File: src/rtl/bds_fifo.sv
// Two-entry request queue between front and back end.
// Depends on nothing else.
module bds_fifo #(
    parameter int W = 8
) (
    input  logic         clk,
    input  logic         rst_n,
    input  logic         push,
    input  logic [W-1:0] din,
    input  logic         pop,
    output logic [W-1:0] dout,
    output logic         full,
    output logic         empty
);
    logic [W-1:0] data_reg [2];
    logic         wr_ptr_reg, rd_ptr_reg;
    logic [1:0]   cnt_reg;

    assign full  = cnt_reg == 2'd2;
    assign empty = cnt_reg == 2'd0;
    assign dout  = data_reg[rd_ptr_reg];

    always_ff @(posedge clk or negedge rst_n)
    begin
        if (!rst_n)
        begin
            wr_ptr_reg <= 1'b0;
            rd_ptr_reg <= 1'b0;
            cnt_reg    <= 2'd0;
        end
        else
        begin
            if (push)
                wr_ptr_reg <= !wr_ptr_reg;
            if (pop)
                rd_ptr_reg <= !rd_ptr_reg;
            cnt_reg <= cnt_reg + 2'(push) - 2'(pop);
        end
    end

    always_ff @(posedge clk)
    begin
        if (push)
            data_reg[wr_ptr_reg] <= din;
    end

endmodule

File: config.mk
export PLATFORM = sky130hd
export DESIGN_NAME = bds_fifo
export DESIGN_NICKNAME = d
export VERILOG_FILES = /design/src/rtl/bds_fifo.sv
export SDC_FILE = /design/constraint.sdc
export NUM_CORES = 1
export LEC_CHECK = 0
export ABC_AREA = 1
export BUFFER_PORTS_ARGS = -buffer_cell sky130_fd_sc_hd__buf_2
export CAP_MARGIN = 20
export CORE_MARGIN = 1.5
export CORE_UTILIZATION = 49
export CTS_CLUSTER_SIZE = 24
export DETAILED_ROUTE_END_ITERATION = 8
export GPL_TIMING_DRIVEN = 0
export PLACE_DENSITY = 0.82
export RECOVER_POWER = 25
export SETUP_SLACK_MARGIN = 0.1
export SYNTH_ARGS = -nofsm -noshare
export SYNTH_HDL_FRONTEND = slang
export SYNTH_SLANG_ARGS = --single-unit
File: constraint.sdc
create_clock -name clk -period 1.7 [get_ports clk]
set_clock_uncertainty 0.05 [all_clocks]
set_input_delay 0.255 -clock clk [delete_from_list [all_inputs] [get_ports clk]]
set_output_delay 0.255 -clock clk [all_outputs]
set_load 0.03 [all_outputs]
# After elaboration in Yosys (flattened, before gate mapping)

Memory sizes are Yosys's and may differ from the RTL's.
Index checks and enable logic that the tools add are counted.

Register bits: 4
Memory bits (writable): 16
Input bits: 12
Word-level logic and storage cells: 12
Memories: 1

Add/sub/neg operators: 2
Equality and inequality tests: 1
Muxes and demuxes: 2
Reduce and logical (&&, ||, !) cells: 3

Memory list:

| name     | depth | bits a word | read ports | clocked after memory_dff | write ports | line | source |
|---|---|---|---|---|---|---|---|
| data_reg | 2     | 8           | 1          | 0                        | 1           | 15   | `logic [W-1:0] data_reg [2];` |

Operators with widths:

| operator                             | number |
|---|---|
| adder 2 x 1 -> 2 bit                 | 1 |
| == test 2 bit, second input constant | 1 |
| zero test 1 bit                      | 2 |
| zero test 2 bit                      | 1 |
| 2-to-1 mux 1 bit                     | 2 |
| subtractor 2 x 1 -> 2 bit            | 1 |

# Depth between registers and ports, before layout

Depth after elaboration: 2
Depth in mapped cells: 7

# Least setup slack after synthesis

OpenSTA, ideal clock, no wires.

Path kind: reg-to-output
From: register rd_ptr_reg
To: output port dout[0]
Arrival time: 1.184 ns
Required time: 1.395 ns
Slack: 0.211 ns
Stages on the path, launching flop included: 3
Path buffers: 1
Cells stage by stage: dfrtp_1 -> buf_6 -> o21ai_0

Word-level cells in the longest chain between the ends: 1

RTL lines:

| item                   | line | source |
|---|---|---|
| start, declared        | 16   | `logic wr_ptr_reg, rd_ptr_reg;` |
| start signal, assigned | 36   | `rd_ptr_reg <= !rd_ptr_reg;` |
| memory (2 x 8 bit)     | --   |  |
| end, declared          | 11   | `output logic [W-1:0] dout,` |

No other way between the ends.

# Worst setup path after layout

From: register rd_ptr_reg
To: output port dout[6]

The elaborated chain is that of the path after synthesis.

==> impl_metrics.csv <==
group,metric,value,unit
clock_network,clk_latency,0.30,ns
synth,synthMostInstantiatedCell,"edfxtp_1",
worst_setup_path,cp_slowest_cell,"dfrtp_1",
clock_network,cts_made_buffers,3,
worst_setup_path,max_stage_delay,0.41,ns
routing,vias,550,
routing,drt-initial-drc-count,11,
timing,max_freq,637.5,MHz
routing,avgRoutedWirePerCell,12.68,um
worst_setup_path,timing.critical_path.buf_inv,3,
synth,yosys-top-cells-area,"edfxtp_1, dfrtp_1, inv_1, nand2_1, o21ai_2",
worst_setup_path,path_common_cell,"buf_6",
global_route,grtUsageTotal,0.1608,
floorplanning,die_x,44.18,um
placement,place_congestion,0.7373,
timing,period_share,0.9228,
worst_setup_path,path_cells,"buf_6 -> clkbuf_16 -> nand2_1 -> o21ai_2 -> buf_6",
floorplanning,die_area,1951,um^2
global_route,grt_start_max_net_pins,13,
worst_setup_path,critPathKind,"reg2out",
worst_setup_path,critPathArrivalTime,1.26,ns
timing,hold_viol,0,
worst_setup_path,critPathMaxFanout,5,
run,cap_violations,0,
cells_and_area,drive_gt1_frac,0.4105,
synth,syn_nets,81,
routing,drc,0,
synth,syn_avg_cell_area,12.40,um^2
clock_network,post-cts-setup-buffers,0,
worst_setup_path,cp.required,1.39,ns
timing,slew_violations,0,
floorplanning,start_util,0.5390,
clock_network,clockRootBuffer,"clkbuf_4",
synth,yosysWarnings,0,
floorplanning,coreArea,1541,um^2
worst_setup_path,critPathLaunchType,"register",
routing,drtPass1Iterations,4,
clock_network,cts.sinks,20,
timing,tightest_slew,0.7153,ns
floorplanning,pin_count,22,
synth,synth-async-reset-ratio,0.2000,
clock_network,cts_tree,"yes",
synth,synth_common_cells,"edfxtp_1, inv_1, nand2_1",
timing,tns,0,ns
routing,drt_wl_total,1.408,mm
synth,postSynthCellCount,67,
synth,netlist_area,830.8,um^2
timing,period_needed,1.569,ns
power,ir_drop,0.9567,mV
floorplanning,die-height,44.18,um
power,power_leakage,0.5273,nW
timing,fin_hold_ws,0.07869,ns
status,outcome,"completed",
global_route,grt_pass1_vias,513,
placement,io_buffers,21,
worst_setup_path,cp_top_family,"buffers and inverters",
clock_network,path_clk_slew,0.11,ns
synth,netlist.area_leader.share,0.5783,
timing,grt_setup_unrepaired,"true",
clock_network,clockBufferDepth,2,
synth,seq_area_frac_synth,0.6988,
timing,setup_viol,0,
synth,synth_ff_type,"edfxtp_1",
synth,ys_types,12,
cells_and_area,largest_reg_flops,16,
synth,ys_seq_elements,20,
synth,synth_edf_count,16,
synth,synth_top_cell_by_area,"edfxtp_1",
cells_and_area,num_antenna_cells,0,
global_route,grt_pass1_wl,2.083,mm
clock_network,h-tree-depth,1,
worst_setup_path,end_kind,"primary output",
routing,viasPerCell,4.955,
global_route,antenna_found_initial,0,
cells_and_area,syn_to_final_growth,35.54,%
min_path,hold_path.class,"in2reg",
power,powerDensity,1926,nW/um^2
floorplanning,rows,14,
cells_and_area,layout.nets,110,
global_route,grt_overflow,0,
timing,slew_headroom,0.5214,
routing,antenna_left,0,
routing by layer:
layer  GRT usage  vias to the layer above  wire [um]
met5           0                        -          0
met4      0.1394                        0         31
met3     0.03265                        4         47
met2      0.2912                       18        812
met1      0.1504                      259        516
li1            -                      269          -
layout by cell type, fill, tap and decap left out, drive strengths merged:
master,n
xor2,2
dfrtp,4
nand2,14
dlygate4sd3,1
edfxtp,16
clkbuf,5
nand3,1
inv,15
ha,2
buf,23
nor2,3
o21ai,8
bufinv,1
timing repair:
action,in CTS,in global routing
endpoints found under the setup margin,1,8
hold buffers,1,0
pin swaps,0,1
gates resized for setup,1,31
endpoints found under the hold margin,4,0
cloned,0,2
stage by stage:
step	std cells	util	cell area, um^2	setup slack [ns]	total power, mW
after floorplan	67	-	830.8	0.2108	1.312
after global placement	104	0.6201	955.9	0.3518	1.484
after detailed placement	104	0.6201	955.9	0.3136	1.528
after CTS	109	0.6623	1021	0.1013	1.918
after global routing	111	0.7305	1126	0.07260	2.286
final	111	0.7305	1126	0.1313	2.169
cells by family after synthesis:
kind of cell    share of synthesized area
buf+inv                            0.1054
xor+xnor                          0.02109
fa+ha+maj                         0.03012
simple gates                      0.08282
flops                              0.6988
compound gates                    0.06175
power breakdown:
group	internal (mW)	switching, mW
Clock	0.239	0.147
Sequential	0.666	0.0600
Combinational	0.449	0.608
Total	1.35	0.815
final timing paths:
| kind | endpoint | from | cells past startpoint | slack (ns) |
|---|---|---|---|---|
| setup / recovery | dout[6] | rd_ptr_reg | 5 | 0.13 |
| hold / removal | data_reg[1][2] | din[2] | 1 | 0.08 |
| setup reg to reg | data_reg[0][5] | wr_ptr_reg | 1 | 0.31 |
| hold reg to reg | wr_ptr_reg | wr_ptr_reg | 1 | 0.45 |
| max in group asynchronous | cnt_reg[0] | rst_n | 2 | 1.25 |
| min in group asynchronous | wr_ptr_reg | rst_n | 2 | 0.24 |
cell type report:
cell class / instances / area [um^2]
timing repair buffer: 24 / 186.4
inverter: 15 / 56.30
tap: 16 / 20.02
sequential: 20 / 580.6
clock inverter: 1 / 30.03
multi-input combinational: 30 / 198.9
clock buffer: 3 / 22.52
fill: 98 / 415.4
buffer: 2 / 31.28
Power figures use the tool's default switching activity.
