**config.mk**
```make
export PLATFORM = sky130hd
export DESIGN_NAME = bds_back_flat
export DESIGN_NICKNAME = d
export VERILOG_FILES = /design/src/rtl/bds_pkg.sv /design/src/rtl/bds_if.sv /design/src/rtl/bds_back.sv /design/src/flat_wrapper.sv
export SDC_FILE = /design/constraint.sdc
export NUM_CORES = 1
export LEC_CHECK = 0
export ABC_CLOCK_PERIOD_IN_PS = 9000
export BUFFER_PORTS_ARGS = -buffer_cell sky130_fd_sc_hd__buf_2
export CORE_UTILIZATION = 59
export DETAILED_ROUTE_END_ITERATION = 7
export GPL_TIMING_DRIVEN = 0
export PLACE_DENSITY = 0.81
export SLEW_MARGIN = 0
export SYNTH_ARGS = -nofsm -noshare
export SYNTH_HDL_FRONTEND = slang
export SYNTH_SLANG_ARGS = --single-unit
```
**constraint.sdc**
```tcl
create_clock -name clk -period 9 [get_ports clk]
set_input_delay 1.35 -clock clk [delete_from_list [all_inputs] [get_ports clk]]
set_output_delay 1.35 -clock clk [all_outputs]
set_load 0.05 [all_outputs]
```
**src/rtl/bds_pkg.sv**
```systemverilog
// Block average downscaler: shared constants, codes and types.
// No dependencies; compiled first.
package bds_pkg;

    localparam int MAX_WIDTH_DEF = 2048;
    localparam int MAX_TILE_DEF  = 64;
    localparam int MAX_HEIGHT    = 2048;

    localparam int PIX_W      = 8;
    localparam int TILE_REG_W = 7;
    localparam int DIM_W      = 12;
    localparam int CFG_IDX_W  = 2;
    localparam int CFG_DATA_W = 12;

    typedef enum logic [CFG_IDX_W-1:0] {
        REG_TILE_SIZE    = 2'd0,
        REG_FRAME_WIDTH  = 2'd1,
        REG_FRAME_HEIGHT = 2'd2
    } cfg_reg_t;

    typedef struct packed {
        logic row_end;
        logic frame_end;
    } bds_flags_t;

    typedef enum logic [1:0] {
        BK_IDLE,
        BK_RUN,
        BK_DONE
    } bk_state_t;

endpackage

```
**src/rtl/bds_if.sv**
```systemverilog


interface bds_res_if;
    import bds_pkg::*;
    logic             valid;
    logic             ready;
    logic [PIX_W-1:0] mean_red;
    logic [PIX_W-1:0] mean_green;
    logic [PIX_W-1:0] mean_blue;
    logic             row_end;
    logic             frame_end;
    modport source (output valid, mean_red, mean_green, mean_blue, row_end, frame_end,
                    input ready);
    modport sink   (input valid, mean_red, mean_green, mean_blue, row_end, frame_end,
                    output ready);
endinterface


```
**src/rtl/bds_back.sv**
```systemverilog
// Back end: restoring divider (one quotient bit per cycle, three channels at
// once) and the result output register. Depends on bds_pkg, bds_if.
module bds_back #(
    parameter int SUM_W = 20,
    parameter int CNT_W = 13
) (
    input  logic                clk,
    input  logic                rst_n,
    input  logic                q_empty,
    input  logic [3*SUM_W-1:0]  q_sums,
    input  logic [CNT_W-1:0]    q_count,
    input  bds_pkg::bds_flags_t q_flags,
    output logic                q_pop,
    bds_res_if.source           res
);
    import bds_pkg::*;

    localparam int SW = $clog2(SUM_W + 1);

    bk_state_t state_reg, state_next;

    logic [SUM_W-1:0] dvd_reg [3];
    logic [CNT_W-1:0] rem_reg [3];
    logic [CNT_W-1:0] div_reg;
    logic [SW-1:0]    step_reg;
    bds_flags_t       flags_reg;
    logic             load_out;

    logic [PIX_W-1:0] mean_reg [3];
    logic             out_valid_reg;
    bds_flags_t       out_flags_reg;

    logic [CNT_W:0]   rem_sh [3];
    logic             qbit [3];

    always_comb
    begin
        state_next = state_reg;
        unique case (state_reg)
            BK_IDLE: if (!q_empty) state_next = BK_RUN;
            BK_RUN:  if (step_reg == SW'(1)) state_next = BK_DONE;
            BK_DONE: if (!out_valid_reg || res.ready) state_next = BK_IDLE;
            default: state_next = BK_IDLE;
        endcase
    end

    always_comb
    begin
        q_pop    = (state_reg == BK_IDLE) && !q_empty;
        load_out = (state_reg == BK_DONE) && (!out_valid_reg || res.ready);
    end

    always_comb
    begin
        for (int i = 0; i < 3; i++)
        begin
            rem_sh[i] = {rem_reg[i], dvd_reg[i][SUM_W-1]};
            qbit[i]   = rem_sh[i] >= {1'b0, div_reg};
        end
    end

    always_ff @(posedge clk or negedge rst_n)
    begin
        if (!rst_n)
        begin
            state_reg     <= BK_IDLE;
            out_valid_reg <= 1'b0;
        end
        else
        begin
            state_reg <= state_next;
            if (load_out)
                out_valid_reg <= 1'b1;
            else if (res.ready)
                out_valid_reg <= 1'b0;
        end
    end

    always_ff @(posedge clk)
    begin
        if (q_pop)
        begin
            dvd_reg[0] <= q_sums[3*SUM_W-1:2*SUM_W];
            dvd_reg[1] <= q_sums[2*SUM_W-1:SUM_W];
            dvd_reg[2] <= q_sums[SUM_W-1:0];
            for (int i = 0; i < 3; i++)
                rem_reg[i] <= '0;
            div_reg   <= q_count;
            step_reg  <= SW'(SUM_W);
            flags_reg <= q_flags;
        end
        else if (state_reg == BK_RUN)
        begin
            for (int i = 0; i < 3; i++)
            begin
                dvd_reg[i] <= {dvd_reg[i][SUM_W-2:0], qbit[i]};
                rem_reg[i] <= qbit[i] ? CNT_W'(rem_sh[i] - {1'b0, div_reg})
                                      : CNT_W'(rem_sh[i]);
            end
            step_reg <= step_reg - SW'(1);
        end
        if (load_out)
        begin
            for (int i = 0; i < 3; i++)
                mean_reg[i] <= (|dvd_reg[i][SUM_W-1:PIX_W]) ? '1 : dvd_reg[i][PIX_W-1:0];
            out_flags_reg <= flags_reg;
        end
    end

    assign res.valid      = out_valid_reg;
    assign res.mean_red   = mean_reg[0];
    assign res.mean_green = mean_reg[1];
    assign res.mean_blue  = mean_reg[2];
    assign res.row_end    = out_flags_reg.row_end;
    assign res.frame_end  = out_flags_reg.frame_end;

endmodule

```
**src/flat_wrapper.sv**
```systemverilog
// flat-port wrapper written by rule: the top's interface ports become plain ports
module bds_back_flat import bds_pkg::*;
#(
    parameter int SUM_W = 20,
    parameter int CNT_W = 13
)
  (clk, rst_n, q_empty, q_sums, q_count, q_flags, q_pop, res_valid, res_mean_red, res_mean_green, res_mean_blue, res_row_end, res_frame_end, res_ready);
  bds_res_if res_i ();
  input  logic clk;
  input  logic rst_n;
  input  logic q_empty;
  input  logic [3*SUM_W-1:0] q_sums;
  input  logic [CNT_W-1:0] q_count;
  input  bds_pkg::bds_flags_t q_flags;
  output logic q_pop;
  output wire logic [$bits(res_i.valid)-1:0] res_valid;
  output wire logic [$bits(res_i.mean_red)-1:0] res_mean_red;
  output wire logic [$bits(res_i.mean_green)-1:0] res_mean_green;
  output wire logic [$bits(res_i.mean_blue)-1:0] res_mean_blue;
  output wire logic [$bits(res_i.row_end)-1:0] res_row_end;
  output wire logic [$bits(res_i.frame_end)-1:0] res_frame_end;
  input wire logic [$bits(res_i.ready)-1:0] res_ready;
  assign res_valid = res_i.valid;
  assign res_mean_red = res_i.mean_red;
  assign res_mean_green = res_i.mean_green;
  assign res_mean_blue = res_i.mean_blue;
  assign res_row_end = res_i.row_end;
  assign res_frame_end = res_i.frame_end;
  assign res_i.ready = res_ready;
  bds_back #(.SUM_W(SUM_W), .CNT_W(CNT_W)) u_core (.clk(clk), .rst_n(rst_n), .q_empty(q_empty), .q_sums(q_sums), .q_count(q_count), .q_flags(q_flags), .q_pop(q_pop), .res(res_i));
endmodule
```
=== Yosys cells after proc, flatten, opt, wreduce, memory -nomap -nowiden ===
Memory sizes are Yosys's and may differ from the RTL's.
Cells that the tools add are included.
Widths: inputs -> output; s select.

* $add $sub $neg: 4
* Reduce and logical (&&, ||, !) cells: 11
* Mux-type cells: 25
* Bitwise logic cells: 6
* Order comparisons: 3
* Equality and inequality tests: 6

{| class="wikitable"
|+ Operators by type and width
! kind !! number
|-
| $mux 13 || 6
|-
| $mux 20 || 3
|-
| $ge 14x13->1 || 3
|-
| $sub 13x13->13 || 3
|-
| $reduce_or 12->1 || 3
|-
| $mux 8 || 3
|-
| $mux 1 || 9
|-
| $mux 2 || 3
|-
| $or 1x1->1 || 6
|-
| $pmux 2 s3 || 1
|-
| $eq 5x1->1 const B || 1
|-
| $sub 5x1->5 const B || 1
|-
| $ne 2x2->1 const B || 2
|-
| $reduce_and 3->1 || 1
|-
| $eq 2x1->1 const B || 1
|-
| $eq 2x2->1 const B || 1
|-
| $logic_and 1x1->1 || 2
|-
| $logic_not 1->1 || 2
|-
| $logic_not 2->1 || 1
|-
| $ne 2x1->1 const B || 1
|-
| $reduce_bool 2->1 || 1
|-
| $logic_or 1x1->1 || 1
|}

* Word-level logic and storage cells: 66
* Memories kept: 3
* Bits of input ports: 79
* Output and inout port bits: 28
* Bits in registers: 25
* RAM bits: 123

{| class="wikitable"
|+ Memories
! memory !! words !! width !! rd ports !! clocked after Yosys merged registers in !! wr ports !! RTL line !! text
|-
| u_core.dvd_reg || 3 || 20 || 3 || 0 || 3 || bds_back.sv:22 || <nowiki>logic [SUM_W-1:0] dvd_reg [3];</nowiki>
|-
| u_core.rem_reg || 3 || 13 || 3 || 0 || 3 || bds_back.sv:23 || <nowiki>logic [CNT_W-1:0] rem_reg [3];</nowiki>
|-
| u_core.mean_reg || 3 || 8 || 3 || 0 || 3 || bds_back.sv:29 || <nowiki>logic [PIX_W-1:0] mean_reg [3];</nowiki>
|}

=== Longest topological paths before layout ===
Gate-level depths: netlist of the first run.

* Depth after elaboration: 5
* Gate-level depth with buffers: 11
* Depth with buffers taken out: 10

=== Worst setup path before layout of the first run ===
No wires, ideal clock.

* Kind: in2reg
* Start point: input port q_empty
* End point: memory u_core.dvd_reg[0][0] (enable)
* Library setup time: 461 ps
* Required time: 8,539 ps
* Arrival time: 3,832 ps
* Stages: 2
* Slack: 4,708 ps
* Path buffers: 0
* Cell sequence: or3_1 > nand2_1

{| class="wikitable"
|+ RTL lines
! element !! RTL line !! text
|-
| start: declaration || flat_wrapper.sv:11 || <nowiki>input logic q_empty;</nowiki>
|-
| end: declaration || bds_back.sv:22 ||
|}

=== Worst setup path after layout of the first run ===
* Start point: input port q_empty
* End point: output port q_pop

* Cells in the longest elaborated chain, start to end: 2

{| class="wikitable"
|+ RTL lines
! element !! RTL line !! text
|-
| $logic_not 1->1 || bds_back.sv:49 || <nowiki>q_pop = (state_reg == BK_IDLE) && !q_empty;</nowiki>
|-
| $logic_and 1x1->1 || bds_back.sv:49 ||
|-
| end: declaration || flat_wrapper.sv:15 || <nowiki>output logic q_pop;</nowiki>
|}

No other way between the ends.

==> run_summary.xml, run 1 <==
<?xml version="1.0" encoding="UTF-8"?>
<metrics>
  <group name="setup_path">
    <metric name="cp.required" unit="ns">7.65</metric>
    <metric name="crit_path_top_delay_cell" unit="">sky130_fd_sc_hd__inv_1</metric>
    <metric name="endpoint_kind_of_the_worst_setup_timing_path" unit="">output pin</metric>
    <metric name="crit_top_cell" unit="">sky130_fd_sc_hd__buf_2</metric>
    <metric name="timing.reg2reg.worst_path_depth" unit="">10</metric>
    <metric name="regToRegStartpoint" unit="">u_core.div_reg[0]$_DFFE_PP_</metric>
    <metric name="path_cells" unit="">buf_2, or3_1, inv_1, buf_2</metric>
    <metric name="reg2reg_to" unit="">u_core.rem_reg[0][24]$_SDFFCE_PN0P_</metric>
    <metric name="critical_path_arrival" unit="ns">2.88</metric>
    <metric name="worst_setup_sp_type" unit="">input pin</metric>
    <metric name="worstSetupPathType" unit="">in -&gt; out</metric>
    <metric name="cpPeakStageDelay" unit="ns">0.63</metric>
    <metric name="setup.reg_to_reg.worst_slack" unit="ns">5.78</metric>
    <metric name="crit_fanout" unit="">19</metric>
  </group>
  <group name="cells_and_area">
    <metric name="syn_to_final_growth" unit="%">17.22</metric>
    <metric name="insertedDiodeCount" unit="">0</metric>
    <metric name="fillCellCount" unit="">892</metric>
    <metric name="final_net_count" unit="">986</metric>
    <metric name="final_common_cell" unit="">sky130_fd_sc_hd__nand2_1</metric>
    <metric name="most-common-layout-cells" unit="">197 x sky130_fd_sc_hd__nand2_1, 140 x sky130_fd_sc_hd__edfxtp_1, 106 x sky130_fd_sc_hd__buf_2</metric>
    <metric name="largest_register_ffs" unit="">60</metric>
    <metric name="multi_input_comb_area" unit="sq um">3334</metric>
    <metric name="final_layout_size_suffix_gt1_share" unit="%">20.34</metric>
    <metric name="sequential_cell_area" unit="sq um">4379</metric>
    <metric name="postLayoutCellArea" unit="sq um">9285</metric>
  </group>
  <group name="pwr">
    <metric name="power.static_leakage" unit="nW">4.087</metric>
    <metric name="power-per-cell-area" unit="nW/um^2">405.3</metric>
    <metric name="ir_worst_vdd" unit="uV">270.8</metric>
  </group>
  <group name="route">
    <metric name="vias_after_detailed_routing" unit="">5975</metric>
    <metric name="detail_route.drc_violations" unit="">0</metric>
    <metric name="drt-vias-per-instance" unit="">5.707</metric>
    <metric name="routed_wl" unit="um">17850</metric>
    <metric name="routed_wire_length_per_instance" unit="um">17.05</metric>
    <metric name="detail-route-antenna-nets" unit="">0</metric>
    <metric name="first_iter_violations" unit="">507</metric>
    <metric name="drt_pre_antenna_iters" unit="">5</metric>
  </group>
  <group name="timing">
    <metric name="final_min_period_over_clock_period" unit="%">47.05</metric>
    <metric name="finalWorstSetupSlack" unit="ns">4.766</metric>
    <metric name="final_max_slew_viol_count" unit="">0</metric>
    <metric name="hold_viol" unit="">0</metric>
    <metric name="rsz0062_at_grt" unit="">false</metric>
    <metric name="timing.fmax" unit="MHz">236.2</metric>
    <metric name="slew_headroom" unit="%">40.11</metric>
    <metric name="finalHoldWorstSlack" unit="ns">0.4334</metric>
    <metric name="final.setup_skew" unit="ns">0.01184</metric>
    <metric name="worst_pin_slew" unit="ns">0.8758</metric>
    <metric name="fin_setup_tns" unit="ns">0</metric>
    <metric name="timing.final.crit_period" unit="ns">4.234</metric>
    <metric name="setup_violations" unit="">0</metric>
  </group>
  <group name="floorplanning">
    <metric name="die_width" unit="um">117.9</metric>
    <metric name="ioPinCount" unit="">107</metric>
    <metric name="placeableCoreArea" unit="sq um">12880</metric>
    <metric name="fp.dieH" unit="um">117.9</metric>
    <metric name="initial_core_util" unit="%">61.52</metric>
    <metric name="number_of_placement_rows" unit="">41</metric>
    <metric name="dieArea" unit="sq um">13890</metric>
  </group>
  <group name="clock_tree">
    <metric name="clkSinkCount" unit="">148</metric>
    <metric name="post_cts_hold_buffer_count" unit="">0</metric>
    <metric name="insertion_delay" unit="ns">0.43</metric>
    <metric name="buffers_inserted_during_post_cts_setup_optimization" unit="">0</metric>
    <metric name="post_cts.resized_instances" unit="">0</metric>
    <metric name="clockRootBuffer" unit="">sky130_fd_sc_hd__clkbuf_16</metric>
    <metric name="cts_tree" unit="">done</metric>
    <metric name="htreeDepth" unit="">4</metric>
    <metric name="numCtsBuffers" unit="">17</metric>
    <metric name="reg_clk_slew_reported_paths" unit="ns">0.06</metric>
    <metric name="largest_buffer_count_on_any_clock_path" unit="">2</metric>
  </group>
  <group name="place">
    <metric name="port-buffer-count" unit="">106</metric>
    <metric name="dp_hpwl" unit="um">12530</metric>
    <metric name="dpl-instance-area" unit="sq um">8720</metric>
    <metric name="place.gp.congestion" unit="">0.8803</metric>
    <metric name="dpl_worst_slack" unit="ns">4.777</metric>
  </group>
  <group name="min_path">
    <metric name="worst_hold_startpoint" unit="">u_core.flags_reg[1]$_DFFE_PP_</metric>
    <metric name="holdPathEnd" unit="">u_core.res.row_end$_DFFE_PP_</metric>
    <metric name="min_delay_path_depth" unit="">0</metric>
    <metric name="timing.hold.worst.class" unit="">reg -&gt; reg</metric>
  </group>
  <group name="grt">
    <metric name="first_global_vias" unit="">5939</metric>
    <metric name="grt_remaining_overflow" unit="">0</metric>
    <metric name="groute.usage.overall" unit="%">26.88</metric>
    <metric name="antenna_violations_before_repair" unit="">0</metric>
    <metric name="global_route_wire_length_before_repair" unit="um">28680</metric>
    <metric name="grt_start_max_net_pins" unit="">61</metric>
  </group>
  <group name="yosys">
    <metric name="netlist-cell-type-count" unit="">59</metric>
    <metric name="synth.cell_area" unit="sq um">7921</metric>
    <metric name="synth.avg_cell_area" unit="sq um">10.76</metric>
    <metric name="ys_dominant_reg_cell" unit="">sky130_fd_sc_hd__edfxtp_1</metric>
    <metric name="synth_async_sr_flop_share" unit="%">2.027</metric>
    <metric name="synth_edf_count" unit="">140</metric>
    <metric name="ys_ff_latch" unit="">148</metric>
    <metric name="seq_area_frac_synth" unit="%">55.28</metric>
    <metric name="synthesis.yosys.warnings" unit="">0</metric>
    <metric name="synth.net_count" unit="">859</metric>
    <metric name="syn_inst" unit="">736</metric>
  </group>
  <group name="status">
    <metric name="run_status" unit="">finished clean</metric>
  </group>
  <group name="flow_run">
    <metric name="drv.max_cap_violation_count" unit="">0</metric>
  </group>
</metrics>
-- layout make-up --
class / instances / area share, %
buffer: 22 / 1.253
clock buffer: 19 / 4.662
clock inverter: 12 / 1.428
inverter: 27 / 1.091
multi-input combinational: 539 / 35.91
sequential: 148 / 47.16
tap: 172 / 2.318
timing repair buffer: 108 / 6.172
-- worst max path at each step --
stage	to	cells after the start	startpoint	slack, ns
final	q_pop	4	q_empty	4.77
after global routing	q_pop	4	q_empty	4.73
after CTS	q_pop	4	q_empty	4.78
after detailed placement	q_pop	4	q_empty	4.78
after global placement	u_core.dvd_reg[0][10]$_DFFE_PP_	5	u_core.state_reg[1]$_DFFE_PN0P_	3.65
after floorplan	u_core.dvd_reg[0][0]$_DFFE_PP_	2	q_empty	4.71
-- per-layer routing --
| layer | part of all wire (%) | GRT usage, % | wire, um |
|---|---|---|---|
| met5 | 0 | 0 | 0 |
| met4 | 3.1 | 14.02 | 557 |
| met3 | 6.0 | 4.845 | 1077 |
| met2 | 48 | 44.04 | 8642 |
| met1 | 42 | 34.14 | 7571 |
-- critical path, delay by kind of cell --
family / cells / cell delay, ns
buf+inv: 3 / 1.11
simple gates: 1 / 0.41
-- cell families (layout without fill, tap and decap cells) --
| family | after synthesis | count (layout) | share of synthesized area (%) |
|---|---|---|---|
| simple gates | 333 | 333 | 18.86 |
| mux | 27 | 27 | 3.412 |
| compound gates | 106 | 106 | 9.256 |
| flops | 148 | 148 | 55.28 |
| xor+xnor | 29 | 29 | 3.206 |
| fa+ha+maj | 44 | 44 | 7.234 |
| buf+inv | 49 | 188 | 2.748 |
-- synthesized netlist by cell type, types with 2 or more instances --
cell / count / area [sq um]
sky130_fd_sc_hd__nor3_1: 7 / 35.03
sky130_fd_sc_hd__o21ai_0: 23 / 115.1
sky130_fd_sc_hd__mux2i_1: 27 / 270.3
sky130_fd_sc_hd__a211oi_1: 5 / 37.54
sky130_fd_sc_hd__nand2_1: 198 / 743.2
sky130_fd_sc_hd__edfxtp_1: 140 / 4204
sky130_fd_sc_hd__a211o_1: 3 / 26.28
sky130_fd_sc_hd__a21o_1: 5 / 37.54
sky130_fd_sc_hd__nand2b_1: 8 / 50.05
sky130_fd_sc_hd__o21a_1: 6 / 45.04
sky130_fd_sc_hd__nand3b_1: 2 / 15.01
sky130_fd_sc_hd__buf_4: 2 / 15.01
sky130_fd_sc_hd__o32ai_1: 2 / 17.52
sky130_fd_sc_hd__dfrtp_1: 3 / 75.07
sky130_fd_sc_hd__a211oi_2: 3 / 37.54
sky130_fd_sc_hd__and2_1: 6 / 37.54
sky130_fd_sc_hd__dfxtp_1: 5 / 100.1
sky130_fd_sc_hd__o211ai_1: 2 / 15.01
sky130_fd_sc_hd__or3_1: 2 / 12.51
sky130_fd_sc_hd__buf_6: 2 / 22.52
sky130_fd_sc_hd__nor4b_1: 2 / 17.52
sky130_fd_sc_hd__o31ai_1: 2 / 15.01
sky130_fd_sc_hd__or2_2: 24 / 150.1
sky130_fd_sc_hd__fa_1: 3 / 60.06
sky130_fd_sc_hd__nor2b_1: 8 / 50.05
sky130_fd_sc_hd__ha_1: 41 / 513.0
sky130_fd_sc_hd__a21oi_1: 27 / 135.1
sky130_fd_sc_hd__nand4_1: 3 / 18.77
sky130_fd_sc_hd__inv_1: 27 / 101.4
sky130_fd_sc_hd__xor2_1: 10 / 87.58
sky130_fd_sc_hd__nand3_1: 7 / 35.03
sky130_fd_sc_hd__nor4_1: 10 / 62.56
sky130_fd_sc_hd__o22ai_1: 4 / 25.02
sky130_fd_sc_hd__clkbuf_1: 17 / 63.81
sky130_fd_sc_hd__xnor2_1: 19 / 166.4
sky130_fd_sc_hd__a21boi_0: 8 / 60.06
sky130_fd_sc_hd__nor2_1: 47 / 176.4
sky130_fd_sc_hd__a2111oi_0: 2 / 17.52
sky130_fd_sc_hd__and4_1: 4 / 35.03
-- where the power goes --
part,internal (W),switching (W),total [W]
logic,0.000676,0.00103,0.00171
clock network,0.000406,0.000288,0.000695
registers,0.00121,0.000150,0.00136
total,0.00229,0.00147,0.00376
-- per-stage QoR --
stage / total power [W] / util, % / std cells
3_5_place_dp: 0.003042 / 67.72 / 1016
6_report: 0.003763 / 72.11 / 1047
2_1_floorplan: 0.002641 / - / 736
5_1_grt: 0.004002 / 72.11 / 1047
3_3_place_gp: 0.002963 / 67.31 / 1014
4_1_cts: 0.003752 / 72.11 / 1047
Power figures use the tool's default switching activity.
==> run 2, diff against run 1 <==
- ABC_AREA: default -> 1
- ABC_CLOCK_PERIOD_IN_PS: 9000 -> 4200
- clock period: 9 -> 4.2 ns (I/O delays scaled with it)
==> run 2 against run 1 <==
Effect of this change:
- register-to-register slack worse by 4.1 ns
- synthesized cell count up 41%
- first-iteration DRC count up 22%
- clock-buffer cell count down 2
- design area increased by 8.4%
- global-route usage is 2.4 points higher
- hold slack lost 0.068 ns
- final cell count increased by 30%
- non-clock buffer count increased by 3
- clock power up 120%
- worst setup slack got worse by 3.1 ns
- combinational power grew 140%
- critical endpoint is now u_core.dvd_reg[0][59]$_DFFE_PP_
==> run_summary.xml, run 2 <==
<?xml version="1.0" encoding="UTF-8"?>
<metrics>
  <group name="yosys">
    <metric name="synth_compound_gate_area_share" unit="%">5.481</metric>
    <metric name="synth.area.top_cells" unit="">sky130_fd_sc_hd__edfxtp_1 49%, sky130_fd_sc_hd__nand2_1 15%, sky130_fd_sc_hd__inv_1 7.5%</metric>
    <metric name="synthesis.yosys.warnings" unit="">0</metric>
    <metric name="seq_area_frac_synth" unit="%">50.75</metric>
    <metric name="largest_family_of_logic_cells_by_synthesized_area" unit="">simple AND/OR/NAND/NOR gates</metric>
    <metric name="synth.net_count" unit="">1160</metric>
    <metric name="ys_dominant_reg_cell" unit="">sky130_fd_sc_hd__edfxtp_1</metric>
    <metric name="synth_async_sr_flop_share" unit="%">2.027</metric>
    <metric name="synth.cell_area" unit="sq um">8628</metric>
    <metric name="ys_ff_latch" unit="">148</metric>
    <metric name="synth_edf_count" unit="">140</metric>
    <metric name="post-synth-top-area-cell" unit="">sky130_fd_sc_hd__edfxtp_1</metric>
    <metric name="post-synth-top-count-cell" unit="">sky130_fd_sc_hd__nand2_1</metric>
    <metric name="synth.avg_cell_area" unit="sq um">8.320</metric>
    <metric name="share_of_cell_area_taken_by_muxes_after_synthesis" unit="%">0</metric>
    <metric name="simple_gate_portion_of_the_synthesized_area" unit="%">26.42</metric>
    <metric name="yosys.area_share.xor_xnor" unit="%">1.523</metric>
    <metric name="netlist-cell-type-count" unit="">36</metric>
    <metric name="synth_commonest_cells" unit="">347 x sky130_fd_sc_hd__nand2_1, 173 x sky130_fd_sc_hd__inv_1, 140 x sky130_fd_sc_hd__edfxtp_1</metric>
    <metric name="synth_top_cell_area_share" unit="%">48.72</metric>
    <metric name="synth-adder-area-share" unit="%">6.642</metric>
    <metric name="syn_inst" unit="">1037</metric>
  </group>
  <group name="setup_path">
    <metric name="worst_setup_sp_type" unit="">flop</metric>
    <metric name="cp.required" unit="ns">4.31</metric>
    <metric name="path_cells" unit="">nor2_2, inv_1, buf_2, clkbuf_1, nand2_4, buf_16</metric>
    <metric name="regToRegStartpoint" unit="">u_core.state_reg[1]$_DFFE_PN0P_</metric>
    <metric name="critPathCapture" unit="">u_core.dvd_reg[0][59]$_DFFE_PP_</metric>
    <metric name="reg2reg_to" unit="">u_core.dvd_reg[0][59]$_DFFE_PP_</metric>
    <metric name="crit_path_start" unit="">u_core.state_reg[1]$_DFFE_PN0P_</metric>
    <metric name="worstSetupPathType" unit="">reg -&gt; reg</metric>
    <metric name="timing.reg2reg.worst_path_depth" unit="">6</metric>
    <metric name="cpPeakStageDelay" unit="ns">0.53</metric>
    <metric name="setup.reg_to_reg.worst_slack" unit="ns">1.71</metric>
    <metric name="crit_path_top_delay_cell" unit="">sky130_fd_sc_hd__nand2_4</metric>
    <metric name="critical_path_arrival" unit="ns">2.59</metric>
    <metric name="crit_fanout" unit="">61</metric>
    <metric name="endpoint_kind_of_the_worst_setup_timing_path" unit="">flop</metric>
  </group>
  <group name="pwr">
    <metric name="power.static_leakage" unit="nW">4.961</metric>
    <metric name="ir_worst_vdd" unit="uV">440.0</metric>
    <metric name="power-per-cell-area" unit="nW/um^2">832.7</metric>
    <metric name="power.total" unit="W">0.008381</metric>
  </group>
  <group name="route">
    <metric name="routed_wl" unit="um">20640</metric>
    <metric name="detail-route-antenna-nets" unit="">0</metric>
    <metric name="vias_after_detailed_routing" unit="">7251</metric>
    <metric name="drt-vias-per-instance" unit="">5.336</metric>
    <metric name="detail_route.drc_violations" unit="">0</metric>
    <metric name="first_iter_violations" unit="">621</metric>
    <metric name="drt_pre_antenna_iters" unit="">7</metric>
    <metric name="routed_wire_length_per_instance" unit="um">15.19</metric>
  </group>
  <group name="floorplanning">
    <metric name="number_of_placement_rows" unit="">43</metric>
    <metric name="ioPinCount" unit="">107</metric>
    <metric name="placeableCoreArea" unit="sq um">14100</metric>
    <metric name="initial_core_util" unit="%">61.21</metric>
    <metric name="dieArea" unit="sq um">15110</metric>
    <metric name="die_width" unit="um">122.9</metric>
    <metric name="fp.dieH" unit="um">122.9</metric>
  </group>
  <group name="clock_tree">
    <metric name="largest_buffer_count_on_any_clock_path" unit="">2</metric>
    <metric name="clkSinkCount" unit="">148</metric>
    <metric name="buffers_inserted_during_post_cts_setup_optimization" unit="">0</metric>
    <metric name="cts_tree" unit="">done</metric>
    <metric name="post_cts_hold_buffer_count" unit="">1</metric>
    <metric name="numCtsBuffers" unit="">17</metric>
    <metric name="post_cts.resized_instances" unit="">0</metric>
    <metric name="reg_clk_slew_reported_paths" unit="ns">0.07</metric>
    <metric name="htreeDepth" unit="">4</metric>
    <metric name="insertion_delay" unit="ns">0.44</metric>
    <metric name="clockRootBuffer" unit="">sky130_fd_sc_hd__clkbuf_16</metric>
  </group>
  <group name="cells_and_area">
    <metric name="insertedDiodeCount" unit="">0</metric>
    <metric name="instances_no_fill" unit="">1359</metric>
    <metric name="syn_to_final_growth" unit="%">16.65</metric>
    <metric name="final_net_count" unit="">1289</metric>
    <metric name="most-common-layout-cells" unit="">346 x sky130_fd_sc_hd__nand2_1, 173 x sky130_fd_sc_hd__inv_1, 140 x sky130_fd_sc_hd__edfxtp_1</metric>
    <metric name="postLayoutCellArea" unit="sq um">10060</metric>
    <metric name="largest_register_ffs" unit="">60</metric>
    <metric name="final_common_cell" unit="">sky130_fd_sc_hd__nand2_1</metric>
    <metric name="final_layout_size_suffix_gt1_share" unit="%">15.01</metric>
  </group>
  <group name="timing">
    <metric name="finalWorstSetupSlack" unit="ns">1.714</metric>
    <metric name="timing.final.crit_period" unit="ns">2.486</metric>
    <metric name="slew_headroom" unit="%">57.28</metric>
    <metric name="setup_violations" unit="">0</metric>
    <metric name="final_min_period_over_clock_period" unit="%">59.19</metric>
    <metric name="final.setup_skew" unit="ns">0.009783</metric>
    <metric name="hold_viol" unit="">0</metric>
    <metric name="timing.fmax" unit="MHz">402.2</metric>
    <metric name="fin_setup_tns" unit="ns">0</metric>
    <metric name="rsz0062_at_grt" unit="">false</metric>
    <metric name="worst_pin_slew" unit="ns">0.6409</metric>
    <metric name="final_max_slew_viol_count" unit="">0</metric>
  </group>
  <group name="flow_run">
    <metric name="drv.max_cap_violation_count" unit="">0</metric>
  </group>
  <group name="place">
    <metric name="dpl-instance-area" unit="sq um">9467</metric>
    <metric name="place.gp.congestion" unit="">0.9088</metric>
    <metric name="dp_hpwl" unit="um">14700</metric>
    <metric name="dpl_worst_slack" unit="ns">1.670</metric>
    <metric name="port-buffer-count" unit="">106</metric>
    <metric name="placed_cells" unit="">1326</metric>
  </group>
  <group name="min_path">
    <metric name="timing.hold.worst.class" unit="">in -&gt; reg</metric>
  </group>
  <group name="status">
    <metric name="run_status" unit="">finished clean</metric>
  </group>
  <group name="grt">
    <metric name="first_global_vias" unit="">6953</metric>
    <metric name="global_route_wire_length_before_repair" unit="um">32820</metric>
    <metric name="grt_remaining_overflow" unit="">0</metric>
    <metric name="antenna_violations_before_repair" unit="">0</metric>
    <metric name="grt_start_max_net_pins" unit="">62</metric>
    <metric name="groute.usage.overall" unit="%">29.24</metric>
  </group>
</metrics>
[run 2: cell count changes after synthesis, moves of 18 or more]
cell,before,now
sky130_fd_sc_hd__o21ai_1,0,18
sky130_fd_sc_hd__or2_2,24,0
sky130_fd_sc_hd__inv_1,27,173
sky130_fd_sc_hd__o21ai_0,23,46
sky130_fd_sc_hd__nand2_1,198,347
sky130_fd_sc_hd__nand3_1,7,50
sky130_fd_sc_hd__mux2i_1,27,0
sky130_fd_sc_hd__nor2_1,47,101
[run 2: worst min-delay path by stage]
stage,startpoint,to,slack [ns],cells after the start
after floorplan,rst_n,u_core.res.valid$_DFFE_PN0P_,0.33,0
after global placement,u_core.flags_reg[1]$_DFFE_PP_,u_core.res.row_end$_DFFE_PP_,0.40,0
after detailed placement,rst_n,u_core.state_reg[1]$_DFFE_PN0P_,0.43,1
after CTS,q_count[7],u_core.div_reg[7]$_DFFE_PP_,0.35,1
after global routing,q_flags[1],u_core.flags_reg[1]$_DFFE_PP_,0.35,1
final,q_flags[1],u_core.flags_reg[1]$_DFFE_PP_,0.37,1
[run 2: where the power goes]
group	switching (W)	internal, W	total, W
sequential	0.000262	0.00255	0.00281
combinational	0.00266	0.00139	0.00404
clock	0.000685	0.000843	0.00153
total	0.00360	0.00478	0.00838
[run 2: final cells by class]
type                       count  area [sq um]
fill                        1117          4031
multi-input combinational    690          3470
sequential                   148          4379
clock buffer                  17         425.4
inverter                     176         660.6
clock inverter                15         162.7
tap                          180         225.2
buffer                        23         131.4
timing repair buffer         110         610.6
[run 2: critical path: cells and delay by family, from the launching register on]
kind / cells / cell delay [ns]
buf+inv: 4 / 0.97
simple gates: 2 / 0.75
flops: 1 / 0.41
[run 2: metrics by stage]
step	hold WS, ns	utilization (%)
after floorplan	0.3344	-
after global placement	0.4010	66.59
after detailed placement	0.4259	67.16
after CTS	0.3532	71.40
after global routing	0.3506	71.40
final	0.3658	71.40
[run 2: per-layer routing]
metal	track usage (%)	up-vias	part of all wire, %
li1	-	3590	-
met1	38.04	3343	42
met2	46.59	270	48
met3	7.242	48	7.5
met4	12.58	0	2.7
met5	0	-	0
[run 2: logic make-up (layout without fill, tap and decap cells)]
| family | count (synthesis) | after routing |
|---|---|---|
| AO/OA/AOI/OAI | 89 | 89 |
| XOR/XNOR | 15 | 15 |
| adder cells (fa/ha/maj) | 44 | 44 |
| buffers and inverters | 199 | 341 |
| flip-flops | 148 | 148 |
| AND/OR/NAND/NOR | 542 | 542 |
==> run 3, diff against run 2 <==
- ABC_AREA: 1 -> 0
- ABC_CLOCK_PERIOD_IN_PS: 4200 -> 2500
- CORE_UTILIZATION: 59 -> 58
- PLACE_DENSITY: 0.81 -> 0.8
- clock period: 4.2 -> 2.5 ns (I/O delays scaled with it)
==> run 3 against run 2 <==
Effect of this change:
- the flow now finishes with violations (negative setup slack)
- clock skew is 0.0013 ns lower
- global-route usage is 1.0 points lower
- power is 79% higher
- final cell count is 20% lower
- utilization is 3.0 points higher
- die area is 6.5% lower
- sequential power is 75% higher
- combinational power is 88% higher
- critical endpoint is now u_core.rem_reg[0][30]$_SDFFCE_PN0P_
==> run_summary.xml, run 3 (same netlist as run 1, synthesis figures left out) <==
<?xml version="1.0" encoding="UTF-8"?>
<metrics>
  <group name="place">
    <metric name="dp_hpwl" unit="um">12450</metric>
    <metric name="placed_cells" unit="">1019</metric>
    <metric name="place.gp.congestion" unit="">0.9332</metric>
    <metric name="port-buffer-count" unit="">106</metric>
    <metric name="dpl-instance-area" unit="sq um">8713</metric>
  </group>
  <group name="route">
    <metric name="drt-vias-per-instance" unit="">5.731</metric>
    <metric name="first_iter_violations" unit="">358</metric>
    <metric name="drt_pre_antenna_iters" unit="">5</metric>
    <metric name="vias_after_detailed_routing" unit="">6253</metric>
    <metric name="detail_route.drc_violations" unit="">0</metric>
    <metric name="routed_wl" unit="um">19550</metric>
    <metric name="detail-route-antenna-nets" unit="">0</metric>
    <metric name="routed_wire_length_per_instance" unit="um">17.92</metric>
  </group>
  <group name="cells_and_area">
    <metric name="insertedDiodeCount" unit="">0</metric>
    <metric name="instances_no_fill" unit="">1091</metric>
    <metric name="final_net_count" unit="">1025</metric>
    <metric name="largest_register_ffs" unit="">60</metric>
    <metric name="fillCellCount" unit="">790</metric>
    <metric name="final_layout_size_suffix_gt1_share" unit="%">28.31</metric>
    <metric name="syn_to_final_growth" unit="%">24.88</metric>
    <metric name="final_common_cell" unit="">sky130_fd_sc_hd__nand2_1</metric>
    <metric name="postLayoutCellArea" unit="sq um">9892</metric>
    <metric name="most-common-layout-cells" unit="">194 x sky130_fd_sc_hd__nand2_1, 140 x sky130_fd_sc_hd__edfxtp_1, 106 x sky130_fd_sc_hd__buf_2</metric>
  </group>
  <group name="setup_path">
    <metric name="path_cells" unit="">buf_4, buf_6, ha_4, fa_2, nor2b_4, o31ai_4, nand2b_1, a21oi_2, a21oi_2, buf_6, mux2i_2, nor2_1</metric>
    <metric name="crit_path_top_delay_cell" unit="">sky130_fd_sc_hd__edfxtp_1</metric>
    <metric name="cp.required" unit="ns">2.68</metric>
    <metric name="wp_buf_inv" unit="">3</metric>
    <metric name="worstSetupPathType" unit="">reg -&gt; reg</metric>
    <metric name="cpPeakStageDelay" unit="ns">0.49</metric>
    <metric name="cpLargestDelayFamily" unit="">adder cells</metric>
    <metric name="setup.reg_to_reg.worst_slack" unit="ns">-0.31</metric>
    <metric name="worst_setup_sp_type" unit="">flop</metric>
    <metric name="crit_path_start" unit="">u_core.div_reg[0]$_DFFE_PP_</metric>
    <metric name="reg2reg_to" unit="">u_core.rem_reg[0][30]$_SDFFCE_PN0P_</metric>
    <metric name="endpoint_kind_of_the_worst_setup_timing_path" unit="">flop</metric>
    <metric name="timing.reg2reg.worst_path_depth" unit="">12</metric>
    <metric name="crit_fanout" unit="">5</metric>
    <metric name="regToRegStartpoint" unit="">u_core.div_reg[0]$_DFFE_PP_</metric>
    <metric name="critical_path_arrival" unit="ns">2.99</metric>
  </group>
  <group name="floorplanning">
    <metric name="die_width" unit="um">118.9</metric>
    <metric name="fp.dieH" unit="um">118.9</metric>
    <metric name="number_of_placement_rows" unit="">42</metric>
    <metric name="initial_core_util" unit="%">59.58</metric>
    <metric name="placeableCoreArea" unit="sq um">13300</metric>
    <metric name="ioPinCount" unit="">107</metric>
    <metric name="dieArea" unit="sq um">14130</metric>
  </group>
  <group name="timing">
    <metric name="finalWorstSetupSlack" unit="ns">-0.3130</metric>
    <metric name="timing.final.crit_period" unit="ns">2.813</metric>
    <metric name="hold_viol" unit="">0</metric>
    <metric name="rsz0062_at_grt" unit="">true</metric>
    <metric name="final_min_period_over_clock_period" unit="%">112.5</metric>
    <metric name="worst_pin_slew" unit="ns">0.7786</metric>
    <metric name="fin_setup_tns" unit="ns">-7.817</metric>
    <metric name="final_max_slew_viol_count" unit="">0</metric>
    <metric name="timing.fmax" unit="MHz">355.5</metric>
    <metric name="setup_violations" unit="">40</metric>
    <metric name="final.setup_skew" unit="ns">0.008501</metric>
    <metric name="finalHoldWorstSlack" unit="ns">0.1131</metric>
    <metric name="slew_headroom" unit="%">46.75</metric>
  </group>
  <group name="clock_tree">
    <metric name="reg_clk_slew_reported_paths" unit="ns">0.06</metric>
    <metric name="clockRootBuffer" unit="">sky130_fd_sc_hd__clkbuf_16</metric>
    <metric name="numCtsBuffers" unit="">17</metric>
    <metric name="insertion_delay" unit="ns">0.43</metric>
    <metric name="cts_tree" unit="">done</metric>
    <metric name="clkSinkCount" unit="">148</metric>
    <metric name="largest_buffer_count_on_any_clock_path" unit="">2</metric>
    <metric name="htreeDepth" unit="">4</metric>
  </group>
  <group name="status">
    <metric name="failed_checks" unit="">negative setup slack</metric>
    <metric name="run_status" unit="">complete, but fails checks</metric>
  </group>
  <group name="grt">
    <metric name="global_route_wire_length_before_repair" unit="um">30330</metric>
    <metric name="first_global_vias" unit="">6289</metric>
    <metric name="grt_remaining_overflow" unit="">0</metric>
    <metric name="antenna_violations_before_repair" unit="">0</metric>
    <metric name="grt_start_max_net_pins" unit="">100</metric>
    <metric name="groute.usage.overall" unit="%">28.20</metric>
  </group>
  <group name="min_path">
    <metric name="worst_hold_startpoint" unit="">q_count[5]</metric>
    <metric name="holdPathEnd" unit="">u_core.div_reg[5]$_DFFE_PP_</metric>
    <metric name="min_delay_path_depth" unit="">1</metric>
    <metric name="timing.hold.worst.class" unit="">in -&gt; reg</metric>
  </group>
  <group name="pwr">
    <metric name="ir_worst_vdd" unit="uV">869.9</metric>
    <metric name="power-per-cell-area" unit="nW/um^2">1517</metric>
    <metric name="power.static_leakage" unit="nW">4.353</metric>
    <metric name="power.total" unit="W">0.01500</metric>
  </group>
  <group name="flow_run">
    <metric name="drv.max_cap_violation_count" unit="">0</metric>
  </group>
</metrics>
run 3: worst max path at each step:
stage,to,cells past startpoint
after floorplan,u_core.rem_reg[0][24]$_SDFFCE_PN0P_,10
after global placement,u_core.dvd_reg[0][42]$_DFFE_PP_,5
after detailed placement,u_core.rem_reg[0][24]$_SDFFCE_PN0P_,11
after CTS,u_core.rem_reg[0][8]$_SDFFCE_PN0P_,11
after global routing,u_core.rem_reg[0][36]$_SDFFCE_PN0P_,12
final,u_core.rem_reg[0][30]$_SDFFCE_PN0P_,12
run 3: area by class of cell:
type	count	area, sq um	share of cell area (%)
clock buffer	17	425.4	4.301
clock inverter	15	145.1	1.467
multi-input combinational	540	3596	36.35
tap	176	220.2	2.226
sequential	148	4379	44.27
inverter	27	105.1	1.062
buffer	22	125.1	1.265
timing repair buffer	146	895.9	9.056
run 3: worst reg2reg max path, cell delays in order, from the launching register on:
cell	delay, ns
sky130_fd_sc_hd__edfxtp_1	0.49
sky130_fd_sc_hd__buf_4	0.19
sky130_fd_sc_hd__buf_6	0.11
sky130_fd_sc_hd__ha_4	0.16
sky130_fd_sc_hd__fa_2	0.37
sky130_fd_sc_hd__nor2b_4	0.16
sky130_fd_sc_hd__o31ai_4	0.07
sky130_fd_sc_hd__nand2b_1	0.11
sky130_fd_sc_hd__a21oi_2	0.09
sky130_fd_sc_hd__a21oi_2	0.28
sky130_fd_sc_hd__buf_6	0.20
sky130_fd_sc_hd__mux2i_2	0.27
sky130_fd_sc_hd__nor2_1	0.06
run 3: routing by layer:
metal	track usage (%)	share of wire [%]
met1	33.88	39
met2	48.06	50
met4	13.13	4.1
met5	0	0
met3	6.609	6.9
run 3: power by group:
part | switching (W) | internal, W
clock network | 0.00111 | 0.00140
registers | 0.000561 | 0.00435
logic | 0.00433 | 0.00324
total | 0.00601 | 0.00899
run 3: per-stage QoR:
stage	util [%]	setup slack, ns
after detailed placement	65.54	-0.5215
after global routing	74.40	-0.3633
after floorplan	-	-0.1085
after CTS	73.29	-0.2766
after global placement	65.41	-0.4573
final	74.40	-0.3130
run 3: what timing repair did:
action | 4_1_cts | 5_1_grt
setup buffers | 32 | 6
hold endpoints to repair | 3 | 0
pin swaps | 17 | 13
hold buffers | 1 | 0
setup endpoints to repair | 141 | 141
resized for setup | 44 | 23
gates cloned | 1 | 1
